<file path="config.mk">
export PLATFORM = sky130hd
export DESIGN_NAME = spc_datapath
export DESIGN_NICKNAME = d
export VERILOG_FILES = /design/src/sv/spc_pkg.sv /design/src/sv/spc_datapath.sv
export SDC_FILE = /design/constraint.sdc
export NUM_CORES = 1
export LEC_CHECK = 0
export BUFFER_PORTS_ARGS = -buffer_cell sky130_fd_sc_hd__buf_2
export CORE_MARGIN = 5
export CORE_UTILIZATION = 35
export CTS_CLUSTER_SIZE = 16
export DETAILED_ROUTE_END_ITERATION = 10
export PLACE_DENSITY = 0.48
export SLEW_MARGIN = 0
export SYNTH_ARGS = -nofsm -noshare
export SYNTH_HDL_FRONTEND = slang
export SYNTH_SLANG_ARGS = --single-unit
</file>
<file path="constraint.sdc">
create_clock -name clk -period 4.3 [get_ports clk]
set_clock_uncertainty 0.05 [all_clocks]
set_input_delay 0 -clock clk [delete_from_list [all_inputs] [get_ports clk]]
set_output_delay 0 -clock clk [all_outputs]
set_load 0.005 [all_outputs]
</file>
<file path="src/sv/spc_pkg.sv">
package spc_pkg;

    localparam int unsigned HDR_LEN  = 4;
    localparam int unsigned CRC_LEN  = 2;
    localparam logic [15:0] CRC_POLY = 16'h8005;

    typedef enum logic [1:0] {
        ST_OK        = 2'd0,
        ST_HDR_ERR   = 2'd1,
        ST_CRC_ERR   = 2'd2,
        ST_TOO_SHORT = 2'd3
    } status_t;

    typedef enum logic {
        S_RUN  = 1'b0,
        S_EMIT = 1'b1
    } ctrl_state_t;

    // controller -> datapath
    typedef struct packed {
        logic take_byte;
        logic take_idle;
        logic emit;
    } spc_cmd_t;

    // datapath -> controller
    typedef struct packed {
        logic out_free;
        logic emit_last;
    } spc_sts_t;

    // expected header byte FF FF FD 00
    function automatic logic [7:0] hdr_byte(input logic [1:0] pos);
        logic [7:0] b;
        case (pos)
            2'd0:    b = 8'hFF;
            2'd1:    b = 8'hFF;
            2'd2:    b = 8'hFD;
            default: b = 8'h00;
        endcase
        return b;
    endfunction

endpackage

</file>
<file path="src/sv/spc_datapath.sv">
module spc_datapath #(
    parameter int unsigned PAYLOAD_BYTES = 12
) (
    input  logic              clk,
    input  logic              rst_n,
    input  spc_pkg::spc_cmd_t cmd,
    output spc_pkg::spc_sts_t sts,
    input  logic [7:0]        rx_byte,
    input  logic              out_ready,
    output logic              out_valid,
    output spc_pkg::status_t  out_status,
    output logic [3:0]        out_index,
    output logic [7:0]        out_byte,
    output logic              out_last,
    output logic [15:0]       out_frames,
    output logic [15:0]       out_hdr_errs
);
    import spc_pkg::*;

    localparam int unsigned CRC_SPAN  = HDR_LEN + PAYLOAD_BYTES;
    localparam int unsigned FRAME_LEN = CRC_SPAN + CRC_LEN;
    localparam int unsigned PW        = $clog2(FRAME_LEN + 1);
    localparam int unsigned IW        = (PAYLOAD_BYTES > 1) ? $clog2(PAYLOAD_BYTES) : 1;

    function automatic logic [15:0] crc_add(input logic [15:0] acc, input logic [7:0] b);
        logic [15:0] c;
        c = acc ^ {b, 8'h00};
        for (int k = 0; k < 8; k++)
        begin
            c = c[15] ? ((c << 1) ^ CRC_POLY) : (c << 1);
        end
        return c;
    endfunction

    logic [PW-1:0] pos_reg;
    logic [15:0]   crc_reg;
    logic [15:0]   rx_crc_reg;
    logic          hdr_bad_reg;
    logic [15:0]   frames_reg;
    logic [15:0]   hdr_errs_reg;
    status_t       verdict_reg;
    logic [IW-1:0] idx_reg;
    logic [7:0]    store_reg [PAYLOAD_BYTES];

    logic          out_valid_reg;
    status_t       out_status_reg;
    logic [3:0]    out_index_reg;
    logic [7:0]    out_byte_reg;
    logic          out_last_reg;
    logic [15:0]   out_frames_reg;
    logic [15:0]   out_hdr_errs_reg;

    logic [PW-1:0] store_off;
    logic          in_frame;
    logic          in_crc_span;
    logic          is_last_idx;

    assign store_off   = pos_reg - PW'(HDR_LEN);
    assign in_frame    = pos_reg < PW'(FRAME_LEN);
    assign in_crc_span = pos_reg < PW'(CRC_SPAN);
    assign is_last_idx = idx_reg == IW'(PAYLOAD_BYTES - 1);

    assign sts.out_free  = !out_valid_reg || out_ready;
    assign sts.emit_last = (verdict_reg != ST_OK) || is_last_idx;

    // frame state, counters and verdict
    always_ff @(posedge clk or negedge rst_n)
    begin
        if (!rst_n)
        begin
            pos_reg      <= '0;
            crc_reg      <= '0;
            rx_crc_reg   <= '0;
            hdr_bad_reg  <= 1'b0;
            frames_reg   <= '0;
            hdr_errs_reg <= '0;
            verdict_reg  <= ST_OK;
            idx_reg      <= '0;
        end
        else
        begin
            if (cmd.take_byte && in_frame)
            begin
                if (pos_reg < PW'(HDR_LEN))
                begin
                    if (rx_byte != hdr_byte(pos_reg[1:0]))
                    begin
                        hdr_bad_reg <= 1'b1;
                    end
                end
                if (in_crc_span)
                begin
                    crc_reg <= crc_add(crc_reg, rx_byte);
                end
                else if (pos_reg == PW'(CRC_SPAN))
                begin
                    rx_crc_reg[7:0] <= rx_byte;
                end
                else
                begin
                    rx_crc_reg[15:8] <= rx_byte;
                end
                pos_reg <= pos_reg + PW'(1);
            end
            if (cmd.take_idle)
            begin
                frames_reg   <= frames_reg + 16'd1;
                hdr_errs_reg <= hdr_errs_reg + {15'd0, hdr_bad_reg};
                if (in_frame)
                begin
                    verdict_reg <= ST_TOO_SHORT;
                end
                else if (hdr_bad_reg)
                begin
                    verdict_reg <= ST_HDR_ERR;
                end
                else if (rx_crc_reg != crc_reg)
                begin
                    verdict_reg <= ST_CRC_ERR;
                end
                else
                begin
                    verdict_reg <= ST_OK;
                end
                pos_reg     <= '0;
                crc_reg     <= '0;
                rx_crc_reg  <= '0;
                hdr_bad_reg <= 1'b0;
                idx_reg     <= '0;
            end
            if (cmd.emit)
            begin
                idx_reg <= idx_reg + IW'(1);
            end
        end
    end

    // payload bytes of the current frame
    always_ff @(posedge clk)
    begin
        if (cmd.take_byte && in_crc_span && (pos_reg >= PW'(HDR_LEN)))
        begin
            store_reg[store_off[IW-1:0]] <= rx_byte;
        end
    end

    // output register
    always_ff @(posedge clk or negedge rst_n)
    begin
        if (!rst_n)
        begin
            out_valid_reg <= 1'b0;
        end
        else if (cmd.emit)
        begin
            out_valid_reg <= 1'b1;
        end
        else if (out_ready)
        begin
            out_valid_reg <= 1'b0;
        end
    end

    always_ff @(posedge clk)
    begin
        if (cmd.emit)
        begin
            out_status_reg   <= verdict_reg;
            out_frames_reg   <= frames_reg;
            out_hdr_errs_reg <= hdr_errs_reg;
            if (verdict_reg == ST_OK)
            begin
                out_index_reg <= 4'(idx_reg);
                out_byte_reg  <= store_reg[idx_reg];
                out_last_reg  <= is_last_idx;
            end
            else
            begin
                out_index_reg <= 4'd0;
                out_byte_reg  <= 8'd0;
                out_last_reg  <= 1'b1;
            end
        end
    end

    assign out_valid    = out_valid_reg;
    assign out_status   = out_status_reg;
    assign out_index    = out_index_reg;
    assign out_byte     = out_byte_reg;
    assign out_last     = out_last_reg;
    assign out_frames   = out_frames_reg;
    assign out_hdr_errs = out_hdr_errs_reg;

endmodule

</file>
==> run_results.csv, run 1 <==
group,metric,value,unit
run_status,status,"finished clean",
timing,worstMarginPinSlew,1110,ps
global_route,grt_pass1_vias,5161,
timing,hold-worst-slack,16.8,ps
setup_path,crit-reg2reg-capture,"out_byte[4]$_SDFFCE_PP0P_",
floorplan,placementRows,58,
floorplan,die_y,169,µm
drt,detail_route.wl_per_cell,18.4,µm
setup_path,r2r-start,"idx_reg[1]$_DFFE_PN0P_",
drt,drt-pass1-iter-count,4,
drt,num_vias,4885,
timing,relSlewSlack,0.259,
timing,grt_setup_unrepaired,"false",
layout,layout_commonest_cell,"sky130_fd_sc_hd__edfxtp_1",
layout,layout.cells.most_common_list,"sky130_fd_sc_hd__edfxtp_1, sky130_fd_sc_hd__dfrtp_1, sky130_fd_sc_hd__nor2_1",
drt,postRouteWirelength,18700,µm
yosys,post_synth_num_cell_types,39,
layout,largest_register_ff_count,96,
floorplan,floorplan.io_pins,64,
yosys,post-synth-top-area-cell,"sky130_fd_sc_hd__edfxtp_1",
drt,antenna_violating_nets_post_route,0,
yosys,synth_seq_cells,220,
layout,design.final.nets,685,
place,numPlacedInstances,955,
global_route,grt_util_all_layers,0.131,
place,io_buffer_count,63,
clock_tree,cts_htree_levels,1,
timing,finalMaxSlewViolations,0,
global_route,grt_max_degree,59,
pwr,ir_worst_vdd,0.000279,V
clock_tree,insertion_delay,510,ps
setup_path,rr_worst_depth,6,
clock_tree,clock_sink_count,220,
timing,max_freq,0.419,GHz
place,dp.final_hpwl,11900,µm
yosys,syn-instance-count,577,
drt,drc,0,
timing,finalHoldViolCount,0,
setup_path,timing.critical_path.cells,"ha_1 -> nand2_1 -> o21ai_0 -> buf_2",
setup_path,worst_path_max_delay_cell,"sky130_fd_sc_hd__dfrtp_1",
yosys,ys_warn_count,0,
layout,final-seq-area,0.00622,mm²
clock_tree,post_cts_resize_count,0,
floorplan,die-area,0.0287,mm²
timing,period_share,0.555,
floorplan,core-area,0.0251,mm²
setup_path,critPathMaxFanout,25,
setup_path,worst-r2r-setup-slack,1940,ps
clock_tree,cts-buffers-inserted,24,
layout,finish.utilization,0.419,
yosys,synthTopCellsByArea,"sky130_fd_sc_hd__edfxtp_1, sky130_fd_sc_hd__dfrtp_1, sky130_fd_sc_hd__mux4_2",
yosys,post_synth.cell_area_avg,15.4,µm²
global_route,antenna_found_initial,0,
layout,fill_cells,2337,
layout,multiInputGateArea,0.00257,mm²
worst_hold_path,hold_path_class,"input pin to register",
floorplan,die_width,169,µm
yosys,synth_top_area_frac,0.483,
clock_tree,root_buffer_cell,"sky130_fd_sc_hd__clkbuf_16",
drt,drt-vias-per-instance,4.83,
setup_path,critical_path_arrival,2340,ps
clock_tree,worst_setup_hold_path_clk_slew,60,ps
worst_hold_path,worst_hold_path.num_cells,1,
clock_tree,cts_tree,"built",
drt,detailedRoute.firstIterationViolations,214,
setup_path,timing.critical_path.required,4250,ps
place,gp_routability_congestion,0.722,
run,cap_viol_max_count,0,
timing,timing.setup.tns,0,ps
yosys,number_of_nets_in_the_synthesized_netlist,599,
setup_path,startpoint_type,"register",
pwr,pwr_density_cell,496,mW/mm²
yosys,synth_seq_area_share,0.700,
floorplan,initial_utilization,0.354,
timing,post-route-min-period,2390,ps
global_route,wire_length_of_the_first_global_routing_pass,29600,µm
layout,stdcell_count,1012,
layout,final_layout_size_suffix_gt1_frac,0.207,
clock_tree,cts_max_path_buffers,3,
worst_hold_path,hold_path_end,"out_frames[13]$_DFFE_PP_",
layout,area_growth_syn_to_layout,18.4,%
global_route,grt_overflow_total,0,
yosys,post_synth_instance_area,0.00889,mm²
clock_tree,post_cts.repair.setup_buffers,0,
setup_path,critical_path_class,"register to output port",
setup_path,timing.critical_path.slowest_cell_delay,1080,ps
worst_hold_path,worst_hold_startpoint,"cmd[0]",
setup_path,critical_path.endpoint_type,"output port",
pwr,leakage_power_of_the_design,0.00410,µW
clock_tree,cts.hold.buffers_added,12,
timing,setup-violations-final,0,
==> metal layers <==
metal  global-route usage  vias up  share of wire
met4               0.0336        0          0.021
met5                    0        -              0
met2                0.219       79           0.49
met3               0.0221       37          0.040
met1                0.181     2466           0.45
li1                     -     2303              -
==> how the worst max path moves through the flow <==
stage | cells after the start | start | slack, ps | to
3_3_place_gp | 6 | idx_reg[0]$_DFFE_PN0P_ | 1920 | out_byte[6]$_SDFFCE_PP0P_
4_1_cts | 4 | idx_reg[1]$_DFFE_PN0P_ | 1860 | sts[0]
2_1_floorplan | 5 | idx_reg[0]$_DFFE_PN0P_ | 2220 | out_byte[1]$_SDFFCE_PP0P_
3_5_place_dp | 6 | idx_reg[0]$_DFFE_PN0P_ | 1900 | out_byte[0]$_SDFFCE_PP0P_
5_1_grt | 6 | idx_reg[0]$_DFFE_PN0P_ | 1700 | out_byte[0]$_SDFFCE_PP0P_
6_report | 4 | idx_reg[1]$_DFFE_PN0P_ | 1910 | sts[0]
==> area by class of cell <==
type,instances,area share
Tap cell,330,0.0392
Inverter,3,0.00107
Antenna cell,1,0.000238
Multi-Input combinational cell,333,0.244
Clock inverter,14,0.0170
Sequential cell,220,0.591
Timing Repair Buffer,81,0.0459
Clock buffer,30,0.0611
==> kinds of logic after synthesis <==
kind of cell,count (synthesis),synth area share
flops,220,0.700
compound gates,38,0.0251
simple gates,167,0.0904
fa+ha+maj,8,0.0113
buf+inv,24,0.0107
xor+xnor,68,0.0696
mux,52,0.0929
==> cell usage after synthesis (all sizes together) <==
| master | number |
|---|---|
| a22o | 2 |
| nor2 | 64 |
| a21oi | 21 |
| nand2b | 5 |
| or2 | 2 |
| dfrtp | 77 |
| nand4 | 12 |
| nand3b | 1 |
| or3 | 1 |
| and2 | 16 |
| and4 | 2 |
| edfxtp | 143 |
| mux2 | 4 |
| nor4b | 1 |
| xor2 | 30 |
| and4b | 1 |
| or4 | 1 |
| ha | 8 |
| inv | 3 |
| a211oi | 7 |
| a41oi | 1 |
| clkbuf | 13 |
| nor2b | 1 |
| nand3 | 14 |
| xnor2 | 37 |
| xnor3 | 1 |
| a2111oi | 1 |
| nor3 | 3 |
| nor3b | 1 |
| and3 | 4 |
| nand4b | 1 |
| buf | 8 |
| nand2 | 31 |
| nor4 | 6 |
| o21ai | 6 |
| mux4 | 24 |
| mux2i | 24 |
==> stage by stage <==
step,instance area (µm²),setup slack [ps],total power [µW]
after global placement,9580,1920,3160
after detailed placement,9580,1900,3170
after CTS,10500,1860,5290
after floorplan,8890,2220,2950
final,10500,1910,5220
after global routing,10500,1700,5470
==> critical path: cells and delay by family (launching register included) <==
kind                     cells  cell delay (ps)
buffers and inverters        1              150
adder cells (fa/ha/maj)      1              340
AND/OR/NAND/NOR              1               80
flip-flops                   1             1080
AO/OA/AOI/OAI                1              180
==> report_power, final <==
part | switching (µW) | internal, µW | total, µW
sequential | 158 | 2410 | 2560
clock | 848 | 1260 | 2110
combinational | 270 | 283 | 553
(Power assumes the default switching activity.)
==> run 2, diff against run 1 <==
==> constraint.sdc (replaced) <==
create_clock -name clk -period 2.25 [get_ports clk]
set_clock_uncertainty 0.05 [all_clocks]
set_input_delay 0 -clock clk [delete_from_list [all_inputs] [get_ports clk]]
set_output_delay 0 -clock clk [all_outputs]
set_load 0.005 [all_outputs]
==> run 2 against run 1 <==
Against the previous run:
- core utilization increased by 0.82 points
- critical path depth increased by 2
- die area unchanged
- combinational power increased by 120%
- critical path type is now register to register
- critical endpoint is now crc_reg[15]$_DFFE_PN0P_
- highest routed layer unchanged
==> run_results.csv, run 2 (synthesized netlist as in run 1, its figures left out) <==
group,metric,value,unit
run_status,status,"finished clean",
drt,detailedRoute.firstIterationViolations,326,
place,dp.final_hpwl,12100,µm
floorplan,initial_utilization,0.354,
timing,period_share,0.941,
drt,drt-vias-per-instance,4.79,
setup_path,timing.critical_path.slowest_cell_delay,420,ps
setup_path,r2r-start,"crc_reg[12]$_DFFE_PN0P_",
pwr,leakage_power_of_the_design,0.00421,µW
setup_path,critical_path_arrival,2520,ps
setup_path,timing.critical_path.required,2650,ps
timing,relSlewSlack,0.534,
worst_hold_path,worst_hold_path.num_cells,4,
setup_path,critical_path.endpoint_type,"register",
layout,largest_register_ff_count,96,
clock_tree,worst_setup_hold_path_clk_slew,60,ps
timing,finalMaxSlewViolations,0,
timing,grt_setup_unrepaired,"false",
drt,drc,0,
timing,post-route-min-period,2120,ps
layout,design.final.nets,704,
global_route,grt_overflow_total,0,
global_route,grt_max_degree,43,
floorplan,core-area,0.0251,mm²
global_route,grt_util_all_layers,0.130,
setup_path,startpoint_type,"register",
setup_path,worst_path_max_delay_cell,"sky130_fd_sc_hd__xnor3_2",
clock_tree,cts-buffers-inserted,25,
pwr,pwr_density_cell,935,mW/mm²
clock_tree,cts_htree_levels,1,
worst_hold_path,worst_hold_startpoint,"cmd[2]",
drt,drt-pass1-iter-count,4,
floorplan,die_width,169,µm
worst_hold_path,hold_path_class,"input pin to register",
drt,detail_route.wl_per_cell,17.9,µm
clock_tree,root_buffer_cell,"sky130_fd_sc_hd__clkbuf_16",
global_route,antenna_found_initial,1,
global_route,wire_length_of_the_first_global_routing_pass,29200,µm
timing,finalHoldViolCount,0,
timing,setup-violations-final,0,
pwr,ir_worst_vdd,0.000581,V
drt,antenna_violating_nets_post_route,0,
drt,num_vias,4946,
setup_path,critical_path_class,"register to register",
floorplan,die-area,0.0287,mm²
setup_path,timing.critical_path.cells,"xnor2_1 -> xnor2_1 -> xnor3_2 -> xor2_1 -> or4_1 -> nand3_1",
timing,max_freq,0.472,GHz
setup_path,rr_worst_depth,6,
setup_path,critPathMaxFanout,3,
timing,timing.setup.tns,0,ps
floorplan,die_y,169,µm
layout,layout.cells.most_common_list,"sky130_fd_sc_hd__edfxtp_1, sky130_fd_sc_hd__dfrtp_1, sky130_fd_sc_hd__nor2_1",
setup_path,worst-r2r-setup-slack,130,ps
drt,postRouteWirelength,18500,µm
layout,final_layout_size_suffix_gt1_frac,0.224,
setup_path,crit-reg2reg-capture,"crc_reg[15]$_DFFE_PN0P_",
floorplan,floorplan.io_pins,64,
pwr,total_power,10000,µW
place,gp_routability_congestion,0.730,
clock_tree,post_cts.repair.setup_buffers,0,
floorplan,placementRows,58,
place,io_buffer_count,63,
timing,worstMarginPinSlew,699,ps
setup_path,path_common_cell,"sky130_fd_sc_hd__xnor2_1",
layout,layout_commonest_cell,"sky130_fd_sc_hd__edfxtp_1",
layout,area_growth_syn_to_layout,20.7,%
worst_hold_path,hold_path_end,"pos_reg[1]$_DFFE_PN0P_",
clock_tree,cts_tree,"built",
clock_tree,clock_sink_count,220,
global_route,grt_pass1_vias,5123,
clock_tree,cts_max_path_buffers,3,
clock_tree,insertion_delay,520,ps
run,cap_viol_max_count,0,
-- run 2: final cells by class --
class | count | area (µm²)
fill | 2311 | 14400
antenna | 1 | 2.50
tap | 330 | 413
sequential | 220 | 6220
inverter | 3 | 11.3
clock buffer | 28 | 637
timing repair buffer | 99 | 688
clock inverter | 18 | 178
multi-input combinational | 333 | 2580
-- run 2: worst max-delay path by stage --
stage	startpoint	to	slack (ps)	depth (start not counted)
2_1_floorplan	idx_reg[0]$_DFFE_PN0P_	out_byte[1]$_SDFFCE_PP0P_	170	5
3_3_place_gp	crc_reg[14]$_DFFE_PN0P_	crc_reg[15]$_DFFE_PN0P_	130	6
3_5_place_dp	crc_reg[12]$_DFFE_PN0P_	crc_reg[15]$_DFFE_PN0P_	140	6
4_1_cts	crc_reg[14]$_DFFE_PN0P_	crc_reg[15]$_DFFE_PN0P_	120	6
5_1_grt	crc_reg[13]$_DFFE_PN0P_	crc_reg[15]$_DFFE_PN0P_	10	6
6_report	crc_reg[12]$_DFFE_PN0P_	crc_reg[15]$_DFFE_PN0P_	130	6
-- run 2: what timing repair did --
action	4_1_cts	5_1_grt
setup endpoints to repair	0	1
gates resized for setup	0	1
hold buffers	16	0
endpoints found under the hold margin	218	0
-- run 2: critical path: cells and delay by family, from the launching register on --
family        cells  cell delay, ps
xor+xnor          4            1120
simple gates      2             490
flops             1             410
-- run 2: layer usage --
metal / track usage / vias to the layer above / share of wire
met2: 0.219 / 88 / 0.49
met4: 0.0322 / 0 / 0.024
met1: 0.175 / 2491 / 0.44
met5: 0 / - / 0
li1: - / 2335 / -
met3: 0.0247 / 32 / 0.043
-- run 2: power breakdown --
part           switching (µW)  total (µW)  internal (µW)
clock                    1590        3980           2390
sequential                258        4860           4600
combinational             598        1190            595
total                    2450       10000           7580
-- run 2: through the flow --
step                hold WS [ps]  cells  cell area (µm²)  setup WS, ps   util
detailed placement         -40.8    969             9730           135  0.388
CTS                          311   1031            10700           116  0.427
global placement           -45.2    969             9730           130  0.388
finish                       352   1032            10700           132  0.427
global route                 341   1032            10700          9.89  0.427
floorplan                   -346    577             8890           165      -
